==> config.mk <==
export PLATFORM = sky130hd
export DESIGN_NAME = mke_axis
export DESIGN_NICKNAME = d
export VERILOG_FILES = /design/src/sv/mke_pkg.sv /design/src/sv/mke_axis.sv
export SDC_FILE = /design/constraint.sdc
export NUM_CORES = 2
export LEC_CHECK = 0
export ABC_AREA = 1
export BUFFER_PORTS_ARGS = -buffer_cell sky130_fd_sc_hd__buf_2
export CAP_MARGIN = 5
export CORE_MARGIN = 4
export CORE_UTILIZATION = 35
export CTS_BUF_LIST = sky130_fd_sc_hd__clkbuf_4 sky130_fd_sc_hd__clkbuf_8 sky130_fd_sc_hd__clkbuf_16
export CTS_CLUSTER_SIZE = 25
export DETAILED_ROUTE_END_ITERATION = 12
export GPL_ROUTABILITY_DRIVEN = 0
export PLACE_DENSITY_LB_ADDON = 0.1
export RECOVER_POWER = 100
export SLEW_MARGIN = 30
export SYNTH_ARGS = -nofsm -noshare
export SYNTH_HDL_FRONTEND = slang
export SYNTH_SLANG_ARGS = --single-unit
==> constraint.sdc <==
create_clock -name aclk -period 7.48 [get_ports aclk]
set_clock_uncertainty 0.15 [all_clocks]
set_input_delay 0 -clock aclk [delete_from_list [all_inputs] [get_ports aclk]]
set_output_delay 0 -clock aclk [all_outputs]
set_load 0.01 [all_outputs]
==> src/sv/mke_pkg.sv <==
`timescale 1ns / 1ps

package mke_pkg;

    localparam int POS_W      = 32;
    localparam int CFG_W      = 32;
    localparam int CFG_ADDR_W = 3;
    localparam int AXES       = 3;
    localparam int PROD_W     = 64;
    localparam int KEY_W      = 94;
    localparam int KEY_LO_W   = 64;
    localparam int KEY_HI_W   = 30;
    localparam int S_DATA_W   = 96;
    localparam int M_DATA_W   = 96;

    // configuration register indexes
    localparam logic [CFG_ADDR_W-1:0] REG_ORIGIN_X = 3'd0;
    localparam logic [CFG_ADDR_W-1:0] REG_ORIGIN_Y = 3'd1;
    localparam logic [CFG_ADDR_W-1:0] REG_ORIGIN_Z = 3'd2;
    localparam logic [CFG_ADDR_W-1:0] REG_SCALE_X  = 3'd3;
    localparam logic [CFG_ADDR_W-1:0] REG_SCALE_Y  = 3'd4;
    localparam logic [CFG_ADDR_W-1:0] REG_SCALE_Z  = 3'd5;

    // per-stage load strobes shared by the datapath modules
    typedef struct packed {
        logic ld_sub;
        logic ld_mul;
        logic ld_sat;
        logic ld_out;
    } mke_stage_en_t;

endpackage

==> src/sv/mke_axis.sv <==
`timescale 1ns / 1ps

module mke_axis #(
    parameter int COORD_BITS = 31,
    parameter int FRAC_BITS  = 16
) (
    input  logic                          aclk,
    input  mke_pkg::mke_stage_en_t        stage_en,
    input  logic signed [mke_pkg::POS_W-1:0] pos,
    input  logic signed [mke_pkg::POS_W-1:0] origin,
    input  logic [mke_pkg::POS_W-1:0]     scale,
    output logic [COORD_BITS-1:0]         idx,
    output logic                          clamp
);
    import mke_pkg::*;

    logic [POS_W:0]          diff;
    logic [POS_W:0]          diff_neg;
    logic [POS_W-1:0]        mag_next;
    logic [POS_W-1:0]        mag_reg;
    logic                    neg_reg;
    logic [PROD_W-1:0]       prod_reg;
    logic                    neg2_reg;
    logic [PROD_W-1:0]       whole;
    logic                    over_top;
    logic [COORD_BITS-1:0]   idx_next;
    logic                    clamp_next;
    logic [COORD_BITS-1:0]   idx_reg;
    logic                    clamp_reg;

    // stage 1: exact 33-bit difference; its magnitude always fits 32 bits
    assign diff     = {pos[POS_W-1], pos} - {origin[POS_W-1], origin};
    assign diff_neg = (~diff) + 1'b1;
    assign mag_next = diff[POS_W] ? diff_neg[POS_W-1:0] : diff[POS_W-1:0];

    always_ff @(posedge aclk) begin
        if (stage_en.ld_sub) begin
            mag_reg <= mag_next;
            neg_reg <= diff[POS_W];
        end
    end

    // stage 2: 32x32 unsigned multiply
    always_ff @(posedge aclk) begin
        if (stage_en.ld_mul) begin
            prod_reg <= PROD_W'(mag_reg) * PROD_W'(scale);
            neg2_reg <= neg_reg;
        end
    end

    // stage 3: drop fraction bits, saturate to grid range
    assign whole    = prod_reg >> (2 * FRAC_BITS);
    assign over_top = (whole >> COORD_BITS) != '0;

    always_comb begin
        if (neg2_reg) begin
            idx_next   = '0;
            clamp_next = (whole != '0);
        end else if (over_top) begin
            idx_next   = '1;
            clamp_next = 1'b1;
        end else begin
            idx_next   = whole[COORD_BITS-1:0];
            clamp_next = 1'b0;
        end
    end

    always_ff @(posedge aclk) begin
        if (stage_en.ld_sat) begin
            idx_reg   <= idx_next;
            clamp_reg <= clamp_next;
        end
    end

    assign idx   = idx_reg;
    assign clamp = clamp_reg;

endmodule

* Word level (Yosys, flattened, before mapping)
Index checks and enable logic that the tools add are counted.
** Cells by class
- Multiplexer cells :: 4
- Bitwise gates (word level) :: 1
- Add/sub/neg operators :: 2
- Multipliers :: 1
- Reductions and logical operators :: 1
** Operator list (number)
- $mul A32 B32 Y64 :: 1
- $reduce_bool A64 Y1 :: 1
- $sub A32 B32 Y33 :: 1
- $add A32 B1 Y32 const B :: 1
- $mux W32 :: 1
- $not A32 Y32 :: 1
- $mux W31 :: 1
- $mux W1 :: 2
** Word-level totals
- Bits of input ports :: 101
- Register bits :: 130
- Output and inout port bits :: 32
- Logic and storage cells :: 15

* Logic depth before layout (Yosys ltp)
- Word-level depth :: 4
- Depth in mapped cells :: 32
- Mapped depth without buffers :: 31

* Worst setup path after synthesis
OpenSTA, ideal clock, no wires.
- Path type :: reg-to-reg
- Start point :: register mag_reg[16]
- End point :: register prod_reg[52], data pin
- Arrival time :: 6.276 ns
- Stages on the path, launching flop included :: 31
- Data required time :: 7.078 ns
- Setup time :: 0.252 ns
- Setup slack :: 0.801 ns
- Path buffers :: 1
- Period minus slack after synthesis :: 6.679 ns
- Cell sequence :: edfxtp_1 > clkbuf_1 > nand2_1 > inv_1 > fa_1 > inv_1 > fa_1 > fa_1 > fa_1 > inv_1 > fa_1 > inv_1 > fa_1 > inv_1 > fa_1 > inv_1 > fa_1 > inv_1 > ha_1 > nand2_1 > inv_1 > a21boi_0 > o21ai_0 > a21oi_1 > o21ai_0 > a21oi_1 > inv_1 > nand2_1 > nand2_1 > nand2_1 > nand2_1
** On the way
- Cells in the longest elaborated chain, start to end :: 1
** Ends and longest elaborated chain
- start: declaration :: RTL line mke_axis.sv:20 : logic [POS_W-1:0] mag_reg;
- start signal: assignment :: RTL line mke_axis.sv:38 : mag_reg <= mag_next;
- $mul A32 B32 Y64 :: RTL line mke_axis.sv:46 : prod_reg <= PROD_W'(mag_reg) * PROD_W'(scale);
- end signal: assignment :: RTL line mke_axis.sv:46
- end: declaration :: RTL line mke_axis.sv:22 : logic [PROD_W-1:0] prod_reg;
No other way between the ends.
A chain may end at the register's enable or synchronous reset.

* Worst setup path in the final report
- Start point :: register mag_reg[15]
- End point :: register prod_reg[59], data pin
Same word-level chain as after synthesis.

==> out/metrics.cfg <==
[status]
status=finished, violations left
violations=max-capacitance violations, max-slew violations

[timing]
finalMaxSlewViolations=101
fin_crit_sh_pct=96.7
finalCriticalPeriod_ns=7.23
worstMarginPinSlew_ns=2.33
rsz0062_at_grt=yes
hold_viol_final=0
slew_headroom_pct=-55.2
max_freq_mhz=138
tns_ns=0
finalSetupViolCount=0

[cts]
clock-root-buffer=clkbuf_16
clk_pin_slew_ns=0.09
cts_tree=yes
clock_path_buffers=2
htreeDepth=3
numCtsBuffers=9
clock-sinks=98
clock_latency_ns=0.40

[global_routing]
overflow=0
grt_util_met1_pct=29.4
grt_pass1_wl_mm=200
grt_max_degree=34
top_usage_layer=met2
antenna_found_initial=2
grt_pass1_vias=35200
grtUsageMet2_pct=35.3
use_met3_pct=2.29
grt_usage_pct=20.8

[route]
wl_per_cell_um=17.3
wirelength_mm=123
firstDrtPassIters=5
viasPerCell=4.53
drtIter0Drc=1513
vias=32300
drc_errors=0
postRouteAntennaNets=0

[critical_path]
slowest_delay_ns=0.62
arrival_ns=7.22
path_class=reg -> reg
crit_slowest_cell=fa_1
crit_path_start_kind=flip-flop
cp_common_cell=fa_1
critPathCaptureType=flip-flop
cp.required_ns=7.47
cp_max_fo=19

[cells_and_area]
fin_area_um2=45300
seqCellArea_um2=2940
multi_input_area_um2=31000
diodes=0
layout.nets=6883
drive_above_1_share_pct=6.50
area_growth_pct=9.53
fill_cells=12300

[logic_synthesis]
yosysWarnings=0
syn_avg_cell_area_um2=7.55
synthArstFlopShare_pct=0
syn-num-nets=6768
synthesis.area_um2=41400
yosys-top-cells-area=fa_1 43%, inv_1 16%, nand2_1 13%
yosys.area.top_type_share_pct=43.4
yosys.area.top_type=fa_1
seq_area_frac_synth_pct=7.11
synth_cell_types=42
synth_flop_cell=edfxtp_1
synth_cells=5478
synth_edf_count=98
ys_seq_elements=98

[place]
dpl.hpwl_mm=108
placedInstanceArea_um2=44800
portBuffers=131

[floorplanning]
die_y_um=352
dieWidth_um=352
ios=133
initial_utilization_pct=35.4
floorplan.die_area_um2=124000
rows=125
coreArea_um2=117000

[flow_run]
maxCapViolations=3

[worst_hold_path]
hold_class=in -> reg

## timing repair
action | in CTS | in global routing
endpoints found under the hold margin | 1 | 0
setup endpoints to repair | 0 | 31
buffers inserted | 0 | 9
gates resized for setup | 0 | 65
hold buffers | 2 | 0
## cell usage after synthesis, types with 14 or more instances
library cell,instances
ha_1,293
a21o_1,18
o21ai_0,55
nand2_2,14
nor3_1,21
a21oi_1,118
nor2_1,240
clkbuf_1,197
inv_1,1805
nand4_1,21
xnor2_1,20
fa_1,896
edfxtp_1,98
xor2_1,34
nand3_1,76
nand2_1,1480
## layout make-up
| cell class | instances | area share, % |
|---|---|---|
| Clock buffer | 9 | 0.497 |
| Sequential cell | 98 | 6.50 |
| Inverter | 1811 | 15.0 |
| Multi-Input combinational cell | 3369 | 68.5 |
| Timing Repair Buffer | 304 | 5.13 |
| Clock inverter | 7 | 0.180 |
| Tap cell | 1524 | 4.21 |
## worst max-delay path: cells and delay by family, from the launching register on
kind	cells	cell delay (ns)
adders and majority gates	9	4.40
buffers and inverters	10	0.93
and+or+nand+nor	6	0.66
DFF	1	0.42
AOI/OAI and AO/OA	2	0.38
## logic make-up after synthesis
logic type | count (synthesis) | synth area share, %
AO/OA/AOI/OAI | 234 | 3.18
buffers and inverters | 2011 | 18.3
flip-flops | 98 | 7.11
adder cells (fa/ha/maj) | 1189 | 52.2
AND/OR/NAND/NOR | 1892 | 18.1
XOR/XNOR | 54 | 1.14
## layer usage
layer  wire, µm  part of all wire (%)
met5          0                     0
met4       1980                   1.6
met3       4960                   4.0
met2      58200                    47
met1      58000                    47
## cell usage in the layout (no fill, tap or decap), drive strengths merged, types with 9 or more instances in the layout
master / n
inv: 1812
nand2: 1496
fa: 896
ha: 293
buf: 266
nor2: 253
a21oi: 119
edfxtp: 98
nand3: 81
o21ai: 59
clkbuf: 45
xor2: 34
nand4: 22
nor3: 21
xnor2: 20
a21o: 18
a31oi: 12
nor4: 9
## metrics by stage
stage | cells | hold WS (ns) | utilization (%) | setup WS [ns]
finish | 7122 | 0.0422 | 38.8 | 0.248
detailed placement | 7094 | 0.264 | 38.3 | 0.0751
global placement | 7093 | 0.258 | 38.3 | 0.0687
CTS | 7112 | 0.0354 | 38.6 | 0.0457
global route | 7122 | 0.106 | 38.8 | -0.0292
floorplan | 5478 | -0.0375 | - | 0.801
## worst paths after layout
| kind | from | to | slack, ns | cells past startpoint |
|---|---|---|---|---|
| hold / removal | pos[1] | mag_reg[1]$_DFFE_PP_ | 0.04 | 4 |
| hold reg to reg | neg_reg$_DFFE_PP_ | neg2_reg$_DFFE_PP_ | 0.31 | 0 |
| setup reg to reg | mag_reg[15]$_DFFE_PP_ | prod_reg[59]$_DFFE_PP_ | 0.25 | 27 |
| setup / recovery | mag_reg[15]$_DFFE_PP_ | prod_reg[59]$_DFFE_PP_ | 0.25 | 27 |
Power is not shown: default switching activity piles up to over one toggle a cycle in this logic, so the estimate is an artifact.
