$ cat config.mk
export PLATFORM = sky130hd
export DESIGN_NAME = mke_interleave
export DESIGN_NICKNAME = d
export VERILOG_FILES = /design/src/sv/mke_pkg.sv /design/src/sv/mke_interleave.sv
export SDC_FILE = /design/constraint.sdc
export NUM_CORES = 1
export LEC_CHECK = 0
export BUFFER_PORTS_ARGS = -buffer_cell sky130_fd_sc_hd__buf_4
export CAP_MARGIN = 20
export CORE_ASPECT_RATIO = 1.5
export CORE_MARGIN = 2
export CORE_UTILIZATION = 40
export CTS_BUF_LIST = sky130_fd_sc_hd__clkbuf_4 sky130_fd_sc_hd__clkbuf_8
export DETAILED_ROUTE_END_ITERATION = 10
export PLACE_DENSITY = 0.76
export SLEW_MARGIN = 40
export SYNTH_ARGS = -nofsm -noshare
export SYNTH_HDL_FRONTEND = slang
export SYNTH_SLANG_ARGS = --single-unit
$ cat constraint.sdc
create_clock -name aclk -period 1.4 [get_ports aclk]
set_clock_uncertainty 0.2 [all_clocks]
set_input_delay 0.28 -clock aclk [delete_from_list [all_inputs] [get_ports aclk]]
set_output_delay 0.28 -clock aclk [all_outputs]
set_load 0.02 [all_outputs]
$ cat src/sv/mke_pkg.sv
`timescale 1ns / 1ps

package mke_pkg;

    localparam int POS_W      = 32;
    localparam int CFG_W      = 32;
    localparam int CFG_ADDR_W = 3;
    localparam int AXES       = 3;
    localparam int PROD_W     = 64;
    localparam int KEY_W      = 94;
    localparam int KEY_LO_W   = 64;
    localparam int KEY_HI_W   = 30;
    localparam int S_DATA_W   = 96;
    localparam int M_DATA_W   = 96;

    // configuration register indexes
    localparam logic [CFG_ADDR_W-1:0] REG_ORIGIN_X = 3'd0;
    localparam logic [CFG_ADDR_W-1:0] REG_ORIGIN_Y = 3'd1;
    localparam logic [CFG_ADDR_W-1:0] REG_ORIGIN_Z = 3'd2;
    localparam logic [CFG_ADDR_W-1:0] REG_SCALE_X  = 3'd3;
    localparam logic [CFG_ADDR_W-1:0] REG_SCALE_Y  = 3'd4;
    localparam logic [CFG_ADDR_W-1:0] REG_SCALE_Z  = 3'd5;

    // per-stage load strobes shared by the datapath modules
    typedef struct packed {
        logic ld_sub;
        logic ld_mul;
        logic ld_sat;
        logic ld_out;
    } mke_stage_en_t;

endpackage

$ cat src/sv/mke_interleave.sv
`timescale 1ns / 1ps

module mke_interleave #(
    parameter int COORD_BITS = 31
) (
    input  logic                       aclk,
    input  mke_pkg::mke_stage_en_t     stage_en,
    input  logic [COORD_BITS-1:0]      idx_x,
    input  logic [COORD_BITS-1:0]      idx_y,
    input  logic [COORD_BITS-1:0]      idx_z,
    input  logic                       clamp_x,
    input  logic                       clamp_y,
    input  logic                       clamp_z,
    output logic [mke_pkg::KEY_W-1:0]  key,
    output logic                       clamped
);
    import mke_pkg::*;

    logic [KEY_W-1:0] key_next;
    logic [KEY_W-1:0] key_reg;
    logic             clamped_reg;

    always_comb begin
        key_next = '0;
        for (int i = 0; i < COORD_BITS; i++) begin
            key_next[AXES*i]     = idx_x[i];
            key_next[AXES*i + 1] = idx_y[i];
            key_next[AXES*i + 2] = idx_z[i];
        end
        key_next[AXES*COORD_BITS] = 1'b1;   // sentinel
    end

    always_ff @(posedge aclk) begin
        if (stage_en.ld_out) begin
            key_reg     <= key_next;
            clamped_reg <= clamp_x | clamp_y | clamp_z;
        end
    end

    assign key     = key_reg;
    assign clamped = clamped_reg;

endmodule

# Word level (Yosys, flattened, before mapping)
# Index checks and enable logic that the tools add are counted.
[totals]
register_bits = 94
in_bits = 101
out_inout_bits = 95
word_cells = 4
[classes]
bitwise = 2
[ops]
columns = ["op", "count"]
rows = [
  ["bitwise OR 1 bit", 2],
]

# Longest topological paths before layout
# Gate-level depths: netlist of the first run.
[depth]
depth_word = 2
ltp_mapped = 1

# Worst setup path after synthesis of the first run
# Ideal clock, no wire load.
[synth_timing]
kind = "input port to flip-flop"
start = "input clamp_y"
end = "register clamped_reg, in the netlist clamped (data pin)"
arrival_ns = 0.621
slack_ns = 0.313
stages = 1
cell_sequence = "or3_1"
[synth_via]
elab_chain_len = 2
[synth_lines]
columns = ["element", "line_no", "rtl"]
rows = [
  ["start, declared", "mke_interleave.sv:12", "input logic clamp_y,"],
  ["bitwise OR 1 bit (2 in a row)", "mke_interleave.sv:36", "clamped_reg <= clamp_x | clamp_y | clamp_z;"],
  ["end signal, assigned", "mke_interleave.sv:36", ""],
  ["end, declared", "mke_interleave.sv:21", "logic clamped_reg;"],
]
# No other way between the ends.
# A chain may end at the register's enable or synchronous reset.

# Final worst setup path of the first run
[layout_timing]
start = "register key_reg[38], in the netlist key[38]"
end = "output key[38] (netlist bit)"
[layout_lines]
columns = ["element", "line_no", "rtl"]
rows = [
  ["start, declared", "mke_interleave.sv:20", "logic [KEY_W-1:0] key_reg;"],
  ["start signal, assigned", "mke_interleave.sv:35", "key_reg <= key_next;"],
  ["end, declared", "mke_interleave.sv:14", "output logic [mke_pkg::KEY_W-1:0] key,"],
]
# No word-level cell between the ends.

==> results of run 1 <==
## stage by stage
stage / hold slack [ps] / instance area [um2] / TNS (ps)
floorplan: 178.9 / 2840 / 0
global placement: 258.1 / 4439 / 0
detailed placement: 259.3 / 4439 / 0
CTS: 91.14 / 5587 / -35.42
global route: 95.43 / 5776 / -881.8
finish: 104.7 / 5776 / -67.92
## power groups by stage
stage	Clock (uW)	Sequential, uW	Combinational [uW]
after floorplan	0	3760	5.16
after global placement	0	3450	900
after detailed placement	0	3470	917
after CTS	1520	3410	1150
after global routing	1660	3460	1290
final	1520	3440	1240
## cell type report
| cell class | count | area [um2] | share of cell area [%] |
|---|---|---|---|
| clock inverters | 3 | 13.76 | 0.2383 |
| well taps | 78 | 97.59 | 1.690 |
| flip-flops and latches | 94 | 2823 | 48.87 |
| multi-input cells | 2 | 10.01 | 0.1733 |
| repair buffers | 292 | 2693 | 46.62 |
| clock buffers | 11 | 138.9 | 2.405 |
## metal layers
metal / routed length [um] / up-vias / part of all wire (%)
li1: - / 992 / -
met1: 2964 / 1053 / 31
met4: 288 / 0 / 3.0
met3: 502 / 22 / 5.3
met5: 0 / - / 0
met2: 5719 / 132 / 60
## repair_timing
action | in CTS | in global routing
setup endpoints to repair | 9 | 60
gates cloned | 0 | 0
hold buffers | 96 | 0
endpoints found under the hold margin | 94 | 0
pin swaps | 0 | 1
buffers inserted | 0 | 0
gates resized for setup | 9 | 51
## placed cells by master (no fill, tap or decap), drive strengths merged
cell type     netlist  routed
buf                 1     196
edfxtp             94      94
dlygate4sd3         0      94
clkbuf              0      11
clkinv              0       3
dlymetal6s4s        0       2
or3                 1       1
conb                1       1
## path summary, 6_finish.rpt
path / end / slack, ps / cells after the start
max: key[38] / -30 / 1
min: key[63] / 100 / 1
## logic make-up after synthesis
family | after synthesis
other | 1
and+or+nand+nor | 1
DFF | 94
buffers and inverters | 1
==> flow_summary.json, run 1 <==
{
  "powerDensity_nw_per_um2": 1073,
  "synth_area_per_cell_um2": 29.28,
  "synth_cells": 97,
  "yosys.area_share.xor_xnor_pct": 0,
  "met1_track_demand_over_resource_pct": 22.99,
  "final_max_slew_viol_count": 0,
  "timing.max_cap.violations": 0,
  "period_needed_ps": 1428,
  "post_synth_instance_area_um2": 2840,
  "clock_tree_sinks": 94,
  "grt_pass1_wl_mm": 12.79,
  "synth_top_family_by_area": "buffers and inverters",
  "setup_repair_after_global_routing_missed_its_margin": "yes",
  "critPathCaptureType": "output pin",
  "slowest_stage_cell_cp": "edfxtp_1",
  "global_route.usage.met2_pct": 43.70,
  "crit_path_max_fanout": 1,
  "grt-busiest-layer": "met2",
  "antenna-diode-count": 0,
  "violations": "setup timing",
  "period_share_pct": 102.0,
  "antenna_left": 0,
  "post_synthesis_compound_gate_area_fraction_pct": 0,
  "worst_setup_path_start_kind": "flop",
  "path_delay_family": "flip-flops",
  "area_delta_synth_final_pct": 103.3,
  "setup_viol_count_final": 7,
  "post-place-ws_ps": 163.8,
  "grt_overflow_total": 0,
  "detail_route.drc_violations": 0,
  "flip_flop_count_of_the_largest_register_all_copies_and_words_added": 93,
  "crit_start": "key[38]",
  "die_height_um": 107.2,
  "post_route_cells_drive_above_1_share_pct": 51.99,
  "critical_path.max_stage_delay_ps": 430,
  "port_buffers": 191,
  "routedWlPerCell_um": 19.74,
  "area_inside_the_core_boundary_um2": 6852,
  "grt_util_met3_pct": 4.417,
  "cts_buffers": 9,
  "cell_chain_critical_path": "buf_6",
  "number_of_enable_flip_flop_cells_after_synthesis": 94,
  "synthTopCellsByArea": "edfxtp_1 (99%), buf_4 (0.26%), or3_1 (0.22%)",
  "clk_transition_reported_paths_ps": 90,
  "power_report.internal_total_uw": 4699,
  "syn_nets": 198,
  "finalPower_uw": 6199,
  "placement_rows": 37,
  "synth_adder_area_share_pct": 0,
  "global_route.usage.total_pct": 23.38,
  "switching_share_pct": 24.19,
  "synthDominantCellAreaShare_pct": 99.38,
  "synth.ff_latch_count": 94,
  "post_synth_and_or_nand_nor_area_fraction_pct": 0.2203,
  "finish.cell_count_without_fillers": 480,
  "yosysMostFrequentCell": "edfxtp_1",
  "vias": 2199,
  "cts.path.max_buffers": 2,
  "comb_power_share_pct": 20.0,
  "power_frac_seq_pct": 55.6,
  "area_of_the_die_um2": 7804,
  "worst_slack_ps": -28.20,
  "route.detailed.vias_per_inst": 4.581,
  "design.final.nets": 500,
  "grt_pass1_vias": 2473,
  "crit_type": "flop to output pin",
  "yosysSeqAreaShare_pct": 99.38,
  "synth.yosys.warnings": 0,
  "detailedRoute.firstPassIterationCount": 5,
  "synth.area.mux_share_pct": 0,
  "placed_cells": 370,
  "post_synth_num_cell_types": 4,
  "place_congestion": 0.7480,
  "initial_core_utilization_pct": 41.45,
  "fillers": 331,
  "cts_tree": "yes",
  "cell_types_with_the_highest_counts_after_synthesis": "edfxtp_1 (94), buf_4 (1), conb_1 (1), or3_1 (1)",
  "route.final.wire_length_mm": 9.474,
  "hold_path_startpoint": "stage_en[0]",
  "cp_data_arrival_time_ps": 950,
  "timing.final.hold_violations": 0,
  "dp.final_hpwl_mm": 5.293,
  "clock_tree.root_cell": "clkbuf_8",
  "worst_hold_path_type": "primary input to flop",
  "worst-path-buf-inv": 1,
  "max_freq_mhz": 700.2,
  "power.leakage_uw": 0.002454,
  "dominantRegCellSynth": "edfxtp_1",
  "pin_count": 196,
  "share_of_async_settable_or_async_resettable_flops_after_synthesis_pct": 0,
  "share_clk_of_total_power_pct": 24.5,
  "net_switching_power_figure_uw": 1499,
  "postLayoutCoreUtil_pct": 84.30,
  "initial_antenna_violation_count": 0,
  "synth_area_leader_cell": "edfxtp_1",
  "run_status": "complete, but fails checks",
  "cp_data_required_time_ps": 920,
  "grt_max_degree": 27,
  "drt_initial_violations": 161,
  "die_width_um": 72.80,
  "irDropWorstVdd_mv": 0.7990,
  "htreeDepth": 3
}
No activity file was read; power rests on OpenSTA's default activity.
==> run 2: changes to the inputs <==
PLACE_DENSITY = 0.88   (was 0.76)
==> run 2 against run 1 <==
Compared with the run above: the run still ends with setup timing left; routed wire length is 11% higher; sequential share of layout area is 1.2 points lower; largest cell class unchanged; design area grew 2.5%; critical endpoint is now key[60]; critical path type unchanged.
==> flow_summary.json, run 2 (synthesis results as in run 1) <==
{
  "design.final.nets": 499,
  "power_report.internal_total_uw": 4935,
  "wl_met1_mm": 3.116,
  "irDropWorstVdd_mv": 0.9247,
  "layout_common_cells": "buf_4 (104), dlygate4sd3_1 (95), edfxtp_1 (94)",
  "drt_initial_violations": 128,
  "fin_tns_setup_ps": -647.8,
  "vias": 2216,
  "power.leakage_uw": 0.002495,
  "placed_cells": 369,
  "cp_data_required_time_ps": 920,
  "grt_pass1_wl_mm": 14.25,
  "area_of_the_multi_input_gates_um2": 10.01,
  "setup_viol_count_final": 33,
  "hold-path-endpoint": "key[29]",
  "setup_repair_after_global_routing_missed_its_margin": "yes",
  "routedWlPerCell_um": 21.80,
  "max_freq_mhz": 689.8,
  "critPathCaptureType": "output pin",
  "post-place-ws_ps": 145.8,
  "grt_overflow_total": 0,
  "clock_tree.root_cell": "clkbuf_8",
  "worst-path-buf-inv": 1,
  "final_common_cell": "buf_4",
  "slowest_stage_cell_cp": "edfxtp_1",
  "flip_flop_count_of_the_largest_register_all_copies_and_words_added": 93,
  "htreeDepth": 3,
  "worst_hold_path_type": "primary input to flop",
  "cts_tree": "yes",
  "finalPower_uw": 6629,
  "timing.final.hold_violations": 0,
  "hold_path_depth": 1,
  "crit_type": "flop to output pin",
  "met2RoutedLength_mm": 6.189,
  "run_status": "complete, but fails checks",
  "timing.max_cap.violations": 0,
  "crit_path_max_fanout": 1,
  "clk_transition_reported_paths_ps": 100,
  "initial_antenna_violation_count": 0,
  "switching_share_pct": 25.56,
  "powerDensity_nw_per_um2": 1120,
  "regArea_um2": 2823,
  "worst_setup_path_start_kind": "flop",
  "area_of_the_die_um2": 7804,
  "area_inside_the_core_boundary_um2": 6852,
  "port_buffers": 191,
  "finish.cell_count_without_fillers": 481,
  "wl_met3_um": 818,
  "cell_chain_critical_path": "buf_6",
  "share_clk_of_total_power_pct": 28.2,
  "die_height_um": 107.2,
  "path_delay_family": "flip-flops",
  "cts.path.max_buffers": 2,
  "routed.top_layer": "met4",
  "comb_power_share_pct": 19.4,
  "antenna-diode-count": 0,
  "clock_tree_sinks": 94,
  "hold_path_startpoint": "stage_en[0]",
  "grt_pass1_vias": 2475,
  "route.detailed.vias_per_inst": 4.607,
  "placement_rows": 37,
  "worst_slack_ps": -49.62,
  "post_route_cells_drive_above_1_share_pct": 52.11,
  "critical_path.max_stage_delay_ps": 450,
  "area_delta_synth_final_pct": 108.5,
  "power_frac_seq_pct": 52.4,
  "die_width_um": 72.80,
  "global_route.usage.total_pct": 26.70,
  "detailedRoute.firstPassIterationCount": 4,
  "fillers": 293,
  "cts_buffers": 9,
  "period_needed_ps": 1450,
  "route.final.wire_length_mm": 10.49,
  "antenna_left": 0,
  "detail_route.drc_violations": 0,
  "period_share_pct": 103.5,
  "place_congestion": 0.6966,
  "pin_count": 196,
  "net_switching_power_figure_uw": 1694,
  "violations": "setup timing",
  "initial_core_utilization_pct": 41.45,
  "final_max_slew_viol_count": 0,
  "grt_max_degree": 36,
  "cp_data_arrival_time_ps": 970
}
## run 2: routing by layer
metal	vias up	global-route usage, %
met5	-	0
met4	0	11.51
met3	24	9.117
met2	139	50.52
met1	1060	24.80
li1	993	-
## run 2: worst max-delay path by stage
stage                            from  endpoint  slack, ps  cells past startpoint
after floorplan               clamp_y   clamped        310                      1
after global placement    stage_en[0]   key[52]        180                      2
after detailed placement  stage_en[0]   key[81]        150                      2
after CTS                     key[38]   key[38]        -40                      1
after global routing          key[18]   key[18]        -90                      1
final                         key[60]   key[60]        -50                      1
## run 2: final cells by class
class / instances / share of cell area [%]
clock buffer: 9 / 2.092
clock inverter: 7 / 1.352
multi-input combinational: 2 / 0.1691
sequential: 94 / 47.68
tap: 78 / 1.648
timing repair buffer: 291 / 47.06
## run 2: power groups by stage
stage | Sequential (uW) | Combinational (uW) | Clock, uW
global route | 3490 | 1330 | 2020
global placement | 3460 | 888 | 0
finish | 3470 | 1290 | 1870
floorplan | 3760 | 5.16 | 0
detailed placement | 3470 | 910 | 0
CTS | 3440 | 1210 | 1860
## run 2: what timing repair did
action | CTS | global route
hold buffers | 96 | 0
buffers inserted | 0 | 0
pin swaps | 0 | 1
endpoints found under the hold margin | 94 | 0
setup endpoints to repair | 61 | 94
gates resized for setup | 61 | 29
## run 2: metrics by stage
step	cell area [um2]	hold WS [ps]	util (%)
2_1_floorplan	2840	178.9	-
3_3_place_gp	4419	258.2	64.50
3_5_place_dp	4419	259.3	64.50
4_1_cts	5813	46.63	84.84
5_1_grt	5921	49.70	86.41
6_report	5921	69.83	86.41
==> run 3: changes to the inputs <==
CELL_PAD_IN_SITES_DETAIL_PLACEMENT = 1   (was unset)
CELL_PAD_IN_SITES_GLOBAL_PLACEMENT = 2   (was unset)
CORE_UTILIZATION = 30   (was 40)
HOLD_SLACK_MARGIN = 0.12   (was unset)
PLACE_DENSITY = 0.95   (was 0.88)
==> run 3 against run 2 <==
Compared with the run above: the run still ends with setup timing left; core utilization decreased by 22 points; flip-flop and latch count unchanged; power decreased by 1.9%; worst setup slack got worse by 11 ps; highest routed layer unchanged.
==> flow_summary.json, run 3 (synthesis results as in run 1) <==
{
  "worst-path-buf-inv": 1,
  "clock_tree.root_cell": "clkbuf_8",
  "htreeDepth": 3,
  "max_freq_mhz": 684.8,
  "irDropWorstVdd_mv": 0.9417,
  "route.final.wire_length_mm": 10.06,
  "worst_hold_path_type": "primary input to flop",
  "vias": 2173,
  "crit_path_max_fanout": 1,
  "grt_util_met3_pct": 5.474,
  "post-place-ws_ps": 180.9,
  "grt_pass1_wl_mm": 14.12,
  "die_width_um": 83.45,
  "design.final.nets": 500,
  "routedWlPerCell_um": 19.53,
  "worst_setup_path_start_kind": "flop",
  "critical_path.max_stage_delay_ps": 450,
  "cp_data_arrival_time_ps": 980,
  "finish.cell_count_without_fillers": 515,
  "switching_share_pct": 24.29,
  "comb_power_share_pct": 19.9,
  "violations": "setup timing",
  "post_route_cells_drive_above_1_share_pct": 51.61,
  "power.leakage_uw": 0.002515,
  "dpl_cell_area_um2": 4467,
  "global_route.usage.total_pct": 19.17,
  "detailedRoute.firstPassIterationCount": 4,
  "grt-busiest-layer": "met2",
  "share_clk_of_total_power_pct": 26.9,
  "grt_overflow_total": 0,
  "cts_tree": "yes",
  "layout_common_cells": "buf_4 (99), dlygate4sd3_1 (95), edfxtp_1 (94)",
  "setup_viol_count_final": 15,
  "pin_count": 196,
  "cp_data_required_time_ps": 920,
  "global_route.usage.met2_pct": 37.20,
  "dp.final_hpwl_mm": 5.854,
  "worst_slack_ps": -60.25,
  "timing.max_cap.violations": 0,
  "grt_max_degree": 35,
  "route.detailed.vias_per_inst": 4.219,
  "net_switching_power_figure_uw": 1579,
  "grt_pass1_vias": 2414,
  "run_status": "complete, but fails checks",
  "met1_track_demand_over_resource_pct": 19.64,
  "area_of_the_die_um2": 10280,
  "power_frac_seq_pct": 53.2,
  "place_congestion": 0.6991,
  "final_max_slew_viol_count": 0,
  "flip_flop_count_of_the_largest_register_all_copies_and_words_added": 93,
  "area_inside_the_core_boundary_um2": 9254,
  "crit_type": "flop to output pin",
  "detail_route.drc_violations": 0,
  "final_common_cell": "buf_4",
  "antenna-diode-count": 0,
  "placement_rows": 43,
  "area_delta_synth_final_pct": 111.1,
  "timing.final.hold_violations": 0,
  "final_cell_area_um2": 5996,
  "powerDensity_nw_per_um2": 1084,
  "slowest_stage_cell_cp": "edfxtp_1",
  "cts.path.max_buffers": 2,
  "cell_chain_critical_path": "buf_6",
  "postLayoutCoreUtil_pct": 64.79,
  "clk_transition_reported_paths_ps": 100,
  "initial_antenna_violation_count": 0,
  "cts_buffers": 9,
  "critPathCaptureType": "output pin",
  "setup_repair_after_global_routing_missed_its_margin": "yes",
  "placed_cells": 402,
  "fillers": 827,
  "period_share_pct": 104.3,
  "drt_initial_violations": 110,
  "initial_core_utilization_pct": 30.69,
  "power_report.internal_total_uw": 4922,
  "port_buffers": 191,
  "hold-worst-slack_ps": 189.6,
  "clock_tree_sinks": 94,
  "antenna_left": 0,
  "die_height_um": 123.2,
  "path_delay_family": "flip-flops",
  "period_needed_ps": 1460
}
## run 3: layout make-up
class                           count  area, um2  share of cell area, %
Timing Repair Buffer              292       2840                  47.37
Tap cell                          112      140.1                  2.337
Clock buffer                       10      131.4                  2.191
Sequential cell                    94       2823                  47.08
Multi-Input combinational cell      2      10.01                 0.1669
Clock inverter                      5      51.30                 0.8556
## run 3: power groups by stage
stage	Clock, uW	Combinational (uW)	Sequential [uW]
after floorplan	0	5.16	3760
after global placement	0	899	3460
after detailed placement	0	921	3470
after CTS	1780	1210	3430
after global routing	1910	1340	3480
final	1750	1290	3460
## run 3: path summary, 6_finish.rpt
kind | startpoint | endpoint | slack [ps] | cells past startpoint
max | key[61] | key[61] | -60 | 1
min | clamp_z | clamped | 190 | 3
## run 3: repair_timing
action	CTS	global route
pin swaps	0	1
gates cloned	0	1
hold buffers	97	0
endpoints found under the hold margin	99	0
gates resized for setup	46	48
setup endpoints to repair	46	112
setup buffers	0	0
## run 3: through the flow
stage                     total power [uW]  TNS (ps)
after floorplan                       3761         0
after global placement                4355         0
after detailed placement              4394         0
after CTS                             6416    -540.1
after global routing                  6738     -2543
final                                 6501    -278.9
## run 3: per-layer routing
layer | vias up | share of wire [%]
met3 | 14 | 6.2
li1 | 990 | -
met2 | 113 | 59
met5 | - | 0
met1 | 1056 | 33
met4 | 0 | 1.9
